[src/hdl/best_fit_block_allocator_defines.svh]
// Assertion helpers shared by the allocator RTL.
`ifndef BEST_FIT_BLOCK_ALLOCATOR_DEFINES_SVH
`define BEST_FIT_BLOCK_ALLOCATOR_DEFINES_SVH

// Checked on every edge outside reset.
`define BFA_ASSERT(lbl, prop, msg) \
  lbl: assert property (@(posedge clk_i) disable iff (!rst_ni) prop) \
    else $error(msg);

// Checked on every edge, reset included.
`define BFA_ASSERT_ALWAYS(lbl, prop, msg) \
  lbl: assert property (@(posedge clk_i) prop) \
    else $error(msg);

`endif

[src/hdl/bfa_pkg.sv]
package bfa_pkg;

  localparam int unsigned AMOUNT_W = 16;
  localparam int unsigned ENTRY_W  = 4;
  localparam int unsigned KB_W     = 16;

  typedef enum logic [1:0] {
    OP_INSERT = 2'd0,
    OP_ALLOC  = 2'd1,
    OP_READ   = 2'd2,
    OP_NOP    = 2'd3
  } op_e;

  typedef enum logic [1:0] {
    OUT_DONE       = 2'd0,
    OUT_NO_FIT     = 2'd1,
    OUT_FULL       = 2'd2,
    OUT_NOT_FILLED = 2'd3
  } outcome_e;

  typedef enum logic [2:0] {
    ST_IDLE,
    ST_SCAN,
    ST_ALLOC,
    ST_READ,
    ST_EMIT
  } state_e;

  typedef struct packed {
    outcome_e              outcome;
    logic [ENTRY_W-1:0]    chosen_index;
    logic [KB_W-1:0]       block_kb;
    logic                  is_taken;
  } rsp_t;

  // clear: start a new best-fit search; sample: an entry arrives from memory
  typedef struct packed {
    logic clear;
    logic sample;
  } scan_ctl_t;

endpackage

[src/hdl/bfa_if.sv]
interface bfa_req_if;
  import bfa_pkg::*;

  logic                  valid;
  logic                  ready;
  op_e                   op;
  logic [AMOUNT_W-1:0]   amount_kb;
  logic [ENTRY_W-1:0]    entry_index;

  modport source (output valid, op, amount_kb, entry_index, input ready);
  modport sink   (input valid, op, amount_kb, entry_index, output ready);
endinterface

interface bfa_rsp_if;
  import bfa_pkg::*;

  logic                  valid;
  logic                  ready;
  outcome_e              outcome;
  logic [ENTRY_W-1:0]    chosen_index;
  logic [KB_W-1:0]       block_kb;
  logic                  is_taken;

  modport source (output valid, outcome, chosen_index, block_kb, is_taken, input ready);
  modport sink   (input valid, outcome, chosen_index, block_kb, is_taken, output ready);
endinterface

[src/hdl/bfa_mem.sv]
module bfa_mem #(
  parameter int unsigned DEPTH = 16,
  parameter int unsigned WIDTH = 17
) (
  input  logic                     clk_i,
  input  logic                     we_i,
  input  logic [$clog2(DEPTH)-1:0] waddr_i,
  input  logic [WIDTH-1:0]         wdata_i,
  input  logic                     re_i,
  input  logic [$clog2(DEPTH)-1:0] raddr_i,
  output logic [WIDTH-1:0]         rdata_o
);

  logic [WIDTH-1:0] mem [DEPTH];
  logic [WIDTH-1:0] rdata_q;

  always_ff @(posedge clk_i) begin
    if (we_i) begin
      mem[waddr_i] <= wdata_i;
    end
  end

  always_ff @(posedge clk_i) begin
    if (re_i) begin
      rdata_q <= mem[raddr_i];
    end
  end

  assign rdata_o = rdata_q;

endmodule

[src/hdl/bfa_scan.sv]
module bfa_scan #(
  parameter int unsigned IDX_W     = 4,
  parameter int unsigned SIZE_BITS = 16
) (
  input  logic                          clk_i,
  input  logic                          rst_ni,
  input  bfa_pkg::scan_ctl_t            ctl_i,
  input  logic [bfa_pkg::AMOUNT_W-1:0]  amount_i,
  input  logic [IDX_W-1:0]              idx_i,
  input  logic [SIZE_BITS-1:0]          size_i,
  input  logic                          taken_i,
  output logic                          found_o,
  output logic [IDX_W-1:0]              best_idx_o,
  output logic [SIZE_BITS-1:0]          best_size_o
);
  import bfa_pkg::*;

  localparam int unsigned CMP_W = (SIZE_BITS > AMOUNT_W) ? SIZE_BITS : AMOUNT_W;

  logic                 found_q;
  logic [IDX_W-1:0]     best_idx_q;
  logic [SIZE_BITS-1:0] best_size_q;
  logic                 fits;
  logic                 better;

  // strict less-than keeps the earliest entry on a tie
  assign fits   = !taken_i && (CMP_W'(size_i) >= CMP_W'(amount_i));
  assign better = fits && (!found_q || (size_i < best_size_q));

  always_ff @(posedge clk_i or negedge rst_ni) begin
    if (!rst_ni) begin
      found_q <= 1'b0;
    end else if (ctl_i.clear) begin
      found_q <= 1'b0;
    end else if (ctl_i.sample && better) begin
      found_q <= 1'b1;
    end
  end

  always_ff @(posedge clk_i) begin
    if (ctl_i.sample && better) begin
      best_idx_q  <= idx_i;
      best_size_q <= size_i;
    end
  end

  assign found_o     = found_q;
  assign best_idx_o  = best_idx_q;
  assign best_size_o = best_size_q;

endmodule

[src/hdl/best_fit_block_allocator.sv]
// Channel   Dir  Modport  Contents
// req_i     in   sink     op, amount_kb, entry_index
// rsp_o     out  source   outcome, chosen_index, block_kb, is_taken
//
// Insert, unknown requests, a read of an unfilled entry and an allocate on an empty
// table go straight to the emit state, from which rsp_o.valid is raised; a read of a filled
// entry passes the read state first. Allocate: the single memory read port visits each
// filled entry once per cycle, then the alloc state writes back the allocated mark.
// One request is in flight at a time; req_i.ready is high again once its result
// sits in the output register, even while rsp_o is stalled.
// Reset clears the block count and control state; the table needs no clearing.
`include "best_fit_block_allocator_defines.svh"

module best_fit_block_allocator #(
  parameter int unsigned MAX_BLOCKS = 16,
  parameter int unsigned SIZE_BITS  = 16
) (
  input  logic      clk_i,
  input  logic      rst_ni,
  bfa_req_if.sink   req_i,
  bfa_rsp_if.source rsp_o
);
  import bfa_pkg::*;

  localparam int unsigned IDX_W  = $clog2(MAX_BLOCKS);
  localparam int unsigned CNT_W  = $clog2(MAX_BLOCKS + 1);
  localparam int unsigned ICMP_W = (CNT_W > ENTRY_W) ? CNT_W : ENTRY_W;
  localparam int unsigned MEM_W  = SIZE_BITS + 1;

  state_e               state_q, state_d;
  logic [CNT_W-1:0]     n_q;
  logic [CNT_W-1:0]     scan_cnt_q;
  logic [AMOUNT_W-1:0]  amount_q;
  logic [IDX_W-1:0]     raddr_q;
  rsp_t                 res_q;
  rsp_t                 out_q;
  logic                 out_valid_q;

  logic                 req_fire;
  logic                 n_full;
  logic                 idx_ok;
  logic                 scan_more;
  logic                 out_free;

  logic                 mem_we;
  logic [IDX_W-1:0]     mem_waddr;
  logic [MEM_W-1:0]     mem_wdata;
  logic                 mem_re;
  logic [IDX_W-1:0]     mem_raddr;
  logic [MEM_W-1:0]     mem_rdata;
  logic [SIZE_BITS-1:0] rd_size;
  logic                 rd_taken;

  scan_ctl_t            scan_ctl;
  logic                 scan_found;
  logic [IDX_W-1:0]     scan_idx;
  logic [SIZE_BITS-1:0] scan_size;

  assign req_fire  = req_i.valid && req_i.ready;
  assign n_full    = (n_q == CNT_W'(MAX_BLOCKS));
  assign idx_ok    = (ICMP_W'(req_i.entry_index) < ICMP_W'(n_q));
  assign scan_more = (scan_cnt_q != n_q);
  assign out_free  = !out_valid_q || rsp_o.ready;
  assign rd_size   = mem_rdata[SIZE_BITS-1:0];
  assign rd_taken  = mem_rdata[SIZE_BITS];

  bfa_mem #(
    .DEPTH (MAX_BLOCKS),
    .WIDTH (MEM_W)
  ) u_mem (
    .clk_i   (clk_i),
    .we_i    (mem_we),
    .waddr_i (mem_waddr),
    .wdata_i (mem_wdata),
    .re_i    (mem_re),
    .raddr_i (mem_raddr),
    .rdata_o (mem_rdata)
  );

  bfa_scan #(
    .IDX_W     (IDX_W),
    .SIZE_BITS (SIZE_BITS)
  ) u_scan (
    .clk_i       (clk_i),
    .rst_ni      (rst_ni),
    .ctl_i       (scan_ctl),
    .amount_i    (amount_q),
    .idx_i       (raddr_q),
    .size_i      (rd_size),
    .taken_i     (rd_taken),
    .found_o     (scan_found),
    .best_idx_o  (scan_idx),
    .best_size_o (scan_size)
  );

  // next state
  always_comb begin
    state_d = state_q;
    case (state_q)
      ST_IDLE: begin
        if (req_fire) begin
          case (req_i.op)
            OP_ALLOC: state_d = (n_q == '0) ? ST_EMIT : ST_SCAN;
            OP_READ:  state_d = idx_ok ? ST_READ : ST_EMIT;
            default:  state_d = ST_EMIT;
          endcase
        end
      end
      ST_SCAN: begin
        if (!scan_more) begin
          state_d = ST_ALLOC;
        end
      end
      ST_ALLOC: state_d = ST_EMIT;
      ST_READ:  state_d = ST_EMIT;
      ST_EMIT: begin
        if (out_free) begin
          state_d = ST_IDLE;
        end
      end
      default:  state_d = ST_IDLE;
    endcase
  end

  // outputs: handshake, memory ports, search control
  always_comb begin
    req_i.ready     = 1'b0;
    mem_we          = 1'b0;
    mem_waddr       = '0;
    mem_wdata       = '0;
    mem_re          = 1'b0;
    mem_raddr       = '0;
    scan_ctl.clear  = 1'b0;
    scan_ctl.sample = 1'b0;
    case (state_q)
      ST_IDLE: begin
        req_i.ready = 1'b1;
        if (req_i.valid) begin
          case (req_i.op)
            OP_INSERT: begin
              if (!n_full) begin
                mem_we    = 1'b1;
                mem_waddr = n_q[IDX_W-1:0];
                mem_wdata = {1'b0, SIZE_BITS'(req_i.amount_kb)};
              end
            end
            OP_ALLOC: begin
              if (n_q != '0) begin
                mem_re         = 1'b1;
                scan_ctl.clear = 1'b1;
              end
            end
            OP_READ: begin
              if (idx_ok) begin
                mem_re    = 1'b1;
                mem_raddr = IDX_W'(req_i.entry_index);
              end
            end
            default: ;
          endcase
        end
      end
      ST_SCAN: begin
        scan_ctl.sample = 1'b1;
        if (scan_more) begin
          mem_re    = 1'b1;
          mem_raddr = scan_cnt_q[IDX_W-1:0];
        end
      end
      ST_ALLOC: begin
        if (scan_found) begin
          mem_we    = 1'b1;
          mem_waddr = scan_idx;
          mem_wdata = {1'b1, scan_size};
        end
      end
      default: ;
    endcase
  end

  always_ff @(posedge clk_i or negedge rst_ni) begin
    if (!rst_ni) begin
      state_q     <= ST_IDLE;
      n_q         <= '0;
      scan_cnt_q  <= '0;
      out_valid_q <= 1'b0;
    end else begin
      state_q <= state_d;
      if (req_fire && (req_i.op == OP_INSERT) && !n_full) begin
        n_q <= n_q + CNT_W'(1);
      end
      if (req_fire) begin
        scan_cnt_q <= CNT_W'(1);
      end else if ((state_q == ST_SCAN) && scan_more) begin
        scan_cnt_q <= scan_cnt_q + CNT_W'(1);
      end
      if ((state_q == ST_EMIT) && out_free) begin
        out_valid_q <= 1'b1;
      end else if (rsp_o.ready) begin
        out_valid_q <= 1'b0;
      end
    end
  end

  always_ff @(posedge clk_i) begin
    if (mem_re) begin
      raddr_q <= mem_raddr;
    end
    if (req_fire) begin
      amount_q <= req_i.amount_kb;
      case (req_i.op)
        OP_INSERT: begin
          if (n_full) begin
            res_q <= '{outcome: OUT_FULL, chosen_index: '0, block_kb: '0, is_taken: 1'b0};
          end else begin
            res_q <= '{outcome:      OUT_DONE,
                       chosen_index: ENTRY_W'(n_q),
                       block_kb:     KB_W'(SIZE_BITS'(req_i.amount_kb)),
                       is_taken:     1'b0};
          end
        end
        OP_ALLOC: res_q <= '{outcome: OUT_NO_FIT, chosen_index: '0, block_kb: '0,
                             is_taken: 1'b0};
        OP_READ:  res_q <= '{outcome: OUT_NOT_FILLED, chosen_index: '0, block_kb: '0,
                             is_taken: 1'b0};
        default:  res_q <= '{outcome: OUT_DONE, chosen_index: '0, block_kb: '0,
                             is_taken: 1'b0};
      endcase
    end else if ((state_q == ST_ALLOC) && scan_found) begin
      res_q <= '{outcome:      OUT_DONE,
                 chosen_index: ENTRY_W'(scan_idx),
                 block_kb:     KB_W'(scan_size),
                 is_taken:     1'b1};
    end else if (state_q == ST_READ) begin
      res_q <= '{outcome:      OUT_DONE,
                 chosen_index: ENTRY_W'(raddr_q),
                 block_kb:     KB_W'(rd_size),
                 is_taken:     rd_taken};
    end
    if ((state_q == ST_EMIT) && out_free) begin
      out_q <= res_q;
    end
  end

  assign rsp_o.valid        = out_valid_q;
  assign rsp_o.outcome      = out_q.outcome;
  assign rsp_o.chosen_index = out_q.chosen_index;
  assign rsp_o.block_kb     = out_q.block_kb;
  assign rsp_o.is_taken     = out_q.is_taken;

  `BFA_ASSERT_ALWAYS(a_count_range, !rst_ni || (n_q <= CNT_W'(MAX_BLOCKS)),
    "block count beyond table depth")
  `BFA_ASSERT(a_insert_count,
    (req_fire && (req_i.op == OP_INSERT) && !n_full) |=> (n_q == ($past(n_q) + CNT_W'(1))),
    "insert did not bump block count")
  `BFA_ASSERT(a_write_slot, mem_we |-> ((state_q == ST_IDLE) || (state_q == ST_ALLOC)),
    "table written outside insert or allocate")
  `BFA_ASSERT(a_emit_hold,
    ((state_q == ST_EMIT) && out_valid_q && !rsp_o.ready) |=> (state_q == ST_EMIT),
    "result dropped while output stalled")
  `BFA_ASSERT(a_alloc_mark,
    ((state_q == ST_ALLOC) && scan_found) |=> (res_q.is_taken && (res_q.outcome == OUT_DONE)),
    "allocation result lost its mark")

endmodule
[src/flat_wrapper.sv]
// flat-port wrapper written by rule: the top's interface ports become plain ports
module best_fit_block_allocator_flat import bfa_pkg::*;
#(
  parameter int unsigned MAX_BLOCKS = 16,
  parameter int unsigned SIZE_BITS  = 16
)
  (clk_i, rst_ni, req_i_valid, req_i_op, req_i_amount_kb, req_i_entry_index, req_i_ready, rsp_o_valid, rsp_o_outcome, rsp_o_chosen_index, rsp_o_block_kb, rsp_o_is_taken, rsp_o_ready);
  bfa_req_if req_i_i ();
  bfa_rsp_if rsp_o_i ();
  input  logic clk_i;
  input  logic rst_ni;
  input wire logic [$bits(req_i_i.valid)-1:0] req_i_valid;
  input wire logic [$bits(req_i_i.op)-1:0] req_i_op;
  input wire logic [$bits(req_i_i.amount_kb)-1:0] req_i_amount_kb;
  input wire logic [$bits(req_i_i.entry_index)-1:0] req_i_entry_index;
  output wire logic [$bits(req_i_i.ready)-1:0] req_i_ready;
  output wire logic [$bits(rsp_o_i.valid)-1:0] rsp_o_valid;
  output wire logic [$bits(rsp_o_i.outcome)-1:0] rsp_o_outcome;
  output wire logic [$bits(rsp_o_i.chosen_index)-1:0] rsp_o_chosen_index;
  output wire logic [$bits(rsp_o_i.block_kb)-1:0] rsp_o_block_kb;
  output wire logic [$bits(rsp_o_i.is_taken)-1:0] rsp_o_is_taken;
  input wire logic [$bits(rsp_o_i.ready)-1:0] rsp_o_ready;
  assign req_i_i.valid = req_i_valid;
  assign req_i_i.op = req_i_op;
  assign req_i_i.amount_kb = req_i_amount_kb;
  assign req_i_i.entry_index = req_i_entry_index;
  assign req_i_ready = req_i_i.ready;
  assign rsp_o_valid = rsp_o_i.valid;
  assign rsp_o_outcome = rsp_o_i.outcome;
  assign rsp_o_chosen_index = rsp_o_i.chosen_index;
  assign rsp_o_block_kb = rsp_o_i.block_kb;
  assign rsp_o_is_taken = rsp_o_i.is_taken;
  assign rsp_o_i.ready = rsp_o_ready;
  best_fit_block_allocator #(.MAX_BLOCKS(MAX_BLOCKS), .SIZE_BITS(SIZE_BITS)) u_core (.clk_i(clk_i), .rst_ni(rst_ni), .req_i(req_i_i), .rsp_o(rsp_o_i));
endmodule
[config.mk]
export PLATFORM = sky130hd
export DESIGN_NAME = best_fit_block_allocator_flat
export DESIGN_NICKNAME = d
export VERILOG_FILES = /design/src/hdl/bfa_pkg.sv /design/src/hdl/bfa_if.sv /design/src/hdl/bfa_mem.sv /design/src/hdl/bfa_scan.sv /design/src/hdl/best_fit_block_allocator.sv /design/src/flat_wrapper.sv
export VERILOG_INCLUDE_DIRS = /design/src /design/src/hdl
export SDC_FILE = /design/constraint.sdc
export NUM_CORES = 1
export LEC_CHECK = 0
export BUFFER_PORTS_ARGS = -buffer_cell sky130_fd_sc_hd__buf_2
export CAP_MARGIN = 20
export CELL_PAD_IN_SITES_DETAIL_PLACEMENT = 0
export CELL_PAD_IN_SITES_GLOBAL_PLACEMENT = 2
export CORE_MARGIN = 2
export CORE_UTILIZATION = 48
export DETAILED_ROUTE_END_ITERATION = 10
export PLACE_DENSITY = 0.93
export SETUP_SLACK_MARGIN = 0.3
export SYNTH_ARGS = -nofsm -noshare
export SYNTH_HDL_FRONTEND = slang
export SYNTH_SLANG_ARGS = --single-unit
[constraint.sdc]
create_clock -name clk_i -period 7.4 [get_ports clk_i]
set_clock_uncertainty 0.05 [all_clocks]
set_input_delay 0.37 -clock clk_i [delete_from_list [all_inputs] [get_ports clk_i]]
set_output_delay 0.37 -clock clk_i [all_outputs]
set_load 0.02 [all_outputs]
# After elaboration in Yosys (flattened, before gate mapping)
# Memory sizes are Yosys's and may differ from the RTL's. A register that Yosys moved wholly into a read port is not among the register bits.
# Cells that the tools add are included.
# W data, S select, Z words.
# totals
mem_count	1
mem_bits_rw	272
wordCells	110
regBits	101
output_inout_bits	25
# op_classes
reduce_logical	25
add_sub_neg	2
n_eq_ne	11
n_lt_le_gt_ge	3
mux	51
# mem_list
name	words	word_bits	rd	rd_ports_with_merged_regs	write_ports	line	text
u_core.u_mem.mem	16	17	1	1	1	bfa_mem.sv:14	logic [WIDTH-1:0] mem [DEPTH];
# op_table
cell	count
$mux W23	4
$pmux W23 S3	1
$mux W17	3
$pmux W17 S2	1
$mux W4	8
$mux W1	19
$ge A16 B16 Y1	1
$lt A16 B16 Y1	1
$mux W16	1
$pmux W4 S2	2
$mux W3	5
$pmux W3 S4	1
$add A5 B1 Y5 const B	2
$mux W5	2
$logic_and A1 B1 Y1	9
$eq A3 B2 Y1 const B	2
$pmux W1 S2	3
$pmux W3 S2	1
$reduce_bool A2 Y1	3
$eq A5 B5 Y1 const B	1
$logic_not A5 Y1	1
$lt A4 B5 Y1	1
$ne A5 B5 Y1	1
$reduce_bool A5 Y1	1
13 further kinds	18

# Depth between registers and ports, before layout
# depth
depth_word	7
depth_mapped	14

# Cells and area by module
# From an unflattened synthesis, not the netlist that was laid out.
# unflattened
hier_cells	875
hier_area_um2	15957.8
# by_module_without_submodules
mod	area_each_um2	seq_area_each_um2	n_inst	cells_each
bfa_mem	10807.9	8678.3	1	458
best_fit_block_allocator	3727.3	2332.2	1	280
bfa_scan	1422.6	625.6	1	137

# Worst setup path before layout
# Ideal clock, no wire load.
# synth_timing
kind	register -> register
startpoint	reg u_core.state_q[2]
endpoint	mem u_core.u_mem.mem[13][0], enable pin
path_buffers	3
slack_ns	4.206
arrival_time_ns	2.754
path_stages_with_launch	11
required_ns	6.960
path_cell_list	dfrtp_1 > buf_6 > or4b_2 > buf_2 > inv_1 > buf_4 > and2_1 > o21ai_0 > a21oi_1 > a31oi_1 > nor2_1
# synth_between
elab_chain_cells	4
# synth_rtl
element	line	text
start, declared	best_fit_block_allocator.sv:30	state_e state_q, state_d;
start signal, assigned	best_fit_block_allocator.sv:188	state_q <= state_d;
$eq A3 B2 Y1 / $logic_not A3 Y1 (equally long branches)	best_fit_block_allocator.sv:135	case (state_q)
$pmux W1 S2	best_fit_block_allocator.sv:135	
$mux W1	bfa_mem.sv:18	if (we_i) begin
$mux W1 (not written as such)	bfa_mem.sv:19	mem[waddr_i] <= wdata_i;
end, declared	bfa_mem.sv:14	
# Several ways; a longest one is shown, not always the timed one.

# Final worst setup path
# layout_timing
startpoint	reg u_core.state_q[2]
endpoint	mem u_core.u_mem.mem[15][2], enable pin
# Same word-level chain as after synthesis.

==> qor.yml <==
hold_viol: 0
tightest_slew_ns: 1.096
synth_top_area_share: 0.6914
power.leakage_uw: 0.006884
fin_cells: 1779
drc_errors: 0
critPathArrivalTime_ns: 4.16
die_area_sq_mm: 0.03542
dp_hpwl_mm: 22.22
worstPathRequired_ns: 7.48
io_buffer_count: 50
crit_path_end_kind: "flip-flop"
cap_viol_max_count: 0
final_nets: 1370
routed_wl_mm: 35.66
fin_setup_tns_ns: 0
slowest_delay_ns: 0.87
die_width_um: 188.2
period_minus_slack_ns: 4.078
cts_root_buf: "clkbuf_16"
synth_edf_count: 375
num_vias: 9887
placementRows: 67
synthFlopType: "edfxtp_1"
drt-wirelength-per-cell_um: 20.05
relSlewSlack: 0.2686
ir_drop_mv: 0.1915
hold_slack_ns: 0.1096
startpoint_type: "flip-flop"
rsz0062_at_grt: "false"
hold_depth: 3
antenna_found_initial: 0
async_flop_share: 0.03846
drtIter0Drc: 885
drv_slew: 0
core_area_sq_mm: 0.03345
swShare: 0.3072
path_clk_slew_ns: 0.06
synth_top_cell_by_area: "edfxtp_1"
clkLatencyLatePin_ns: 0.52
overflow: 0
p_comb_frac: 0.232
grt_max_degree: 75
postCtsSetupBuffers: 0
postLayoutCoreUtil: 0.5538
synthesis.nets: 1282
die_y_um: 188.2
cts_tree: "yes"
power_frac_seq: 0.481
vias_per_cell: 5.558
synth_cell_type_count: 54
avgSynthCellArea_sq_um: 13.40
diodes: 0
fin_crit_sh: 0.5511
cts_buffer_depth: 3
max_freq_mhz: 245.2
crit_slowest_cell: "nor2_2"
yosys_warnings: 0
clock-sinks: 390
crit_fanout: 55
ys_ff_latch: 390
power.internal_uw: 4262
netlist_instances: 1215
gp_congestion: 0.8041
fill_cells: 2643
total_power_uw: 6151
htree_levels: 2
synth_commonest_cells: "375 x edfxtp_1, 258 x nand2_1, 92 x nand3_1, 54 x nor2_1, 42 x inv_1"
multi_input_area_sq_mm: 0.004154
ys_top_cells_by_area: "edfxtp_1 69%, nand2_1 5.9%, ha_1 3.1%"
syn2layout_area_growth_pct: 13.74
grt_pass1_vias: 9563
yosysSeqAreaShare: 0.7145
path_cells: "or4b_2 > buf_4 > inv_1 > and2_1 > o21ai_0 > o31ai_1 > a22oi_1 > nor2_2"
num_io_pins: 51
hold_class: "input pin to flip-flop"
power_density_mw_per_mm2: 332.1
mappedNetlistArea_sq_mm: 0.01629
synth_most_common_cell: "edfxtp_1"
dp.cells: 1689
drive_above_1_share: 0.1300
grt_pass1_wl_mm: 55.06
cts_buffers: 39
status: "finished, final reports clean"
final-setup-viol-count: 0
drt_first_pass_iters: 5
seq_area_sq_mm: 0.01164
critical_path_class: "flip-flop to flip-flop"
reg2regPathDepth: 8
grt_usage: 0.2019
p_switching_uw: 1890
clockPowerShare: 0.287
ant_nets: 0
initial_core_util: 0.4869
-- critical path, delay by kind of cell, from the launching register on --
| family | cells | cell delay (ns) |
|---|---|---|
| buf+inv | 2 | 0.88 |
| simple gates | 3 | 1.86 |
| flops | 1 | 0.48 |
| compound gates | 3 | 0.40 |
-- cells in the final DEF (no fill, tap or decap), drive strengths merged, types with 3 or more instances in the layout --
master | Yosys | routed
and2 | 4 | 4
a32oi | 32 | 32
inv | 43 | 44
and3 | 3 | 3
edfxtp | 375 | 375
o22ai | 20 | 20
nand2b | 3 | 3
a21o | 10 | 10
dlygate4sd3 | 0 | 17
a31oi | 6 | 6
nor3 | 4 | 4
mux2i | 34 | 34
a21oi | 36 | 36
ha | 41 | 41
clkinv | 1 | 15
nor2 | 54 | 54
xnor2 | 4 | 4
dfrtp | 15 | 15
clkbuf | 15 | 53
nand4 | 27 | 27
nand3 | 92 | 92
nor2b | 3 | 3
o21ai | 54 | 54
buf | 49 | 94
xor2 | 8 | 8
nand2 | 259 | 259
-- power by group through the flow --
stage,logic (uW),registers [uW],clock network (uW)
6_report,1430,2960,1770
5_1_grt,1590,2980,1880
4_1_cts,1430,2960,1790
3_5_place_dp,1420,3000,0
3_3_place_gp,1390,3000,0
2_1_floorplan,1030,2990,0
-- state kept, by name, summed over array words and instances (netlist names), 4 cells and up --
signal	count
u_core.rsp_o.chosen_index	4
u_core.amount_q	16
u_core.u_scan.best_idx_o	4
u_core.u_mem.rdata_o	17
u_core.rsp_o.block_kb	16
u_core.u_scan.best_size_o	16
u_core.scan_cnt_q	5
u_core.n_q	5
u_core.raddr_q	4
u_core.u_mem.mem	272
u_core.res_q	23
-- metrics by stage --
stage	setup slack, ns	cell area, sq um
5_1_grt	3.019	18520
2_1_floorplan	4.206	16290
6_report	3.322	18520
3_5_place_dp	3.220	17170
4_1_cts	3.202	18480
3_3_place_gp	3.250	17010
-- timing repair --
item | in CTS | in global routing
setup endpoints to repair | 0 | 0
hold buffers | 17 | 0
resized for setup | 0 | 0
endpoints found under the hold margin | 31 | 0
-- logic make-up (layout without fill, tap and decap cells) --
| kind of cell | count (synthesis) | after routing | synth area share |
|---|---|---|---|
| multiplexers | 34 | 34 | 0.02090 |
| XOR/XNOR | 12 | 12 | 0.006453 |
| AO/OA/AOI/OAI | 177 | 177 | 0.07106 |
| flip-flops | 390 | 390 | 0.7145 |
| AND/OR/NAND/NOR | 453 | 453 | 0.1212 |
| adder cells (fa/ha/maj) | 41 | 41 | 0.03150 |
| buffers and inverters | 108 | 224 | 0.03442 |
-- final cells by class --
cell class | instances | share of cell area
well taps | 448 | 0.03026
clock buffers | 53 | 0.05667
inverters | 44 | 0.009186
repair buffers | 111 | 0.04661
clock inverters | 16 | 0.004863
multi-input cells | 717 | 0.2242
flip-flops and latches | 390 | 0.6282
-- metal layers --
metal	GRT usage	vias to the layer above	part of all wire
met1	0.2893	4801	0.44
li1	-	4673	-
met3	0.02775	52	0.074
met2	0.3267	361	0.47
met4	0.05542	0	0.020
met5	0	-	0
-- path summary, 6_finish.rpt --
kind,slack [ns],startpoint,endpoint
worst max-delay path,3.32,u_core.state_q[2]$_DFFE_PN0P_,u_core.u_mem.mem[15][2]$_DFFE_PP_
worst max register to register,3.32,u_core.state_q[2]$_DFFE_PN0P_,u_core.u_mem.mem[15][2]$_DFFE_PP_
min in group asynchronous,0.24,rst_ni,u_core.scan_cnt_q[1]$_DFFE_PN0P_
max in group asynchronous,6.79,rst_ni,u_core.rsp_o.valid$_DFFE_PN0P_
worst min-delay path,0.11,req_i_valid,u_core.state_q[2]$_DFFE_PN0P_
worst min register to register,0.37,u_core.res_q[8]$_DFFE_PP_,u_core.rsp_o.block_kb[7]$_DFFE_PP_
(Power assumes the default switching activity.)
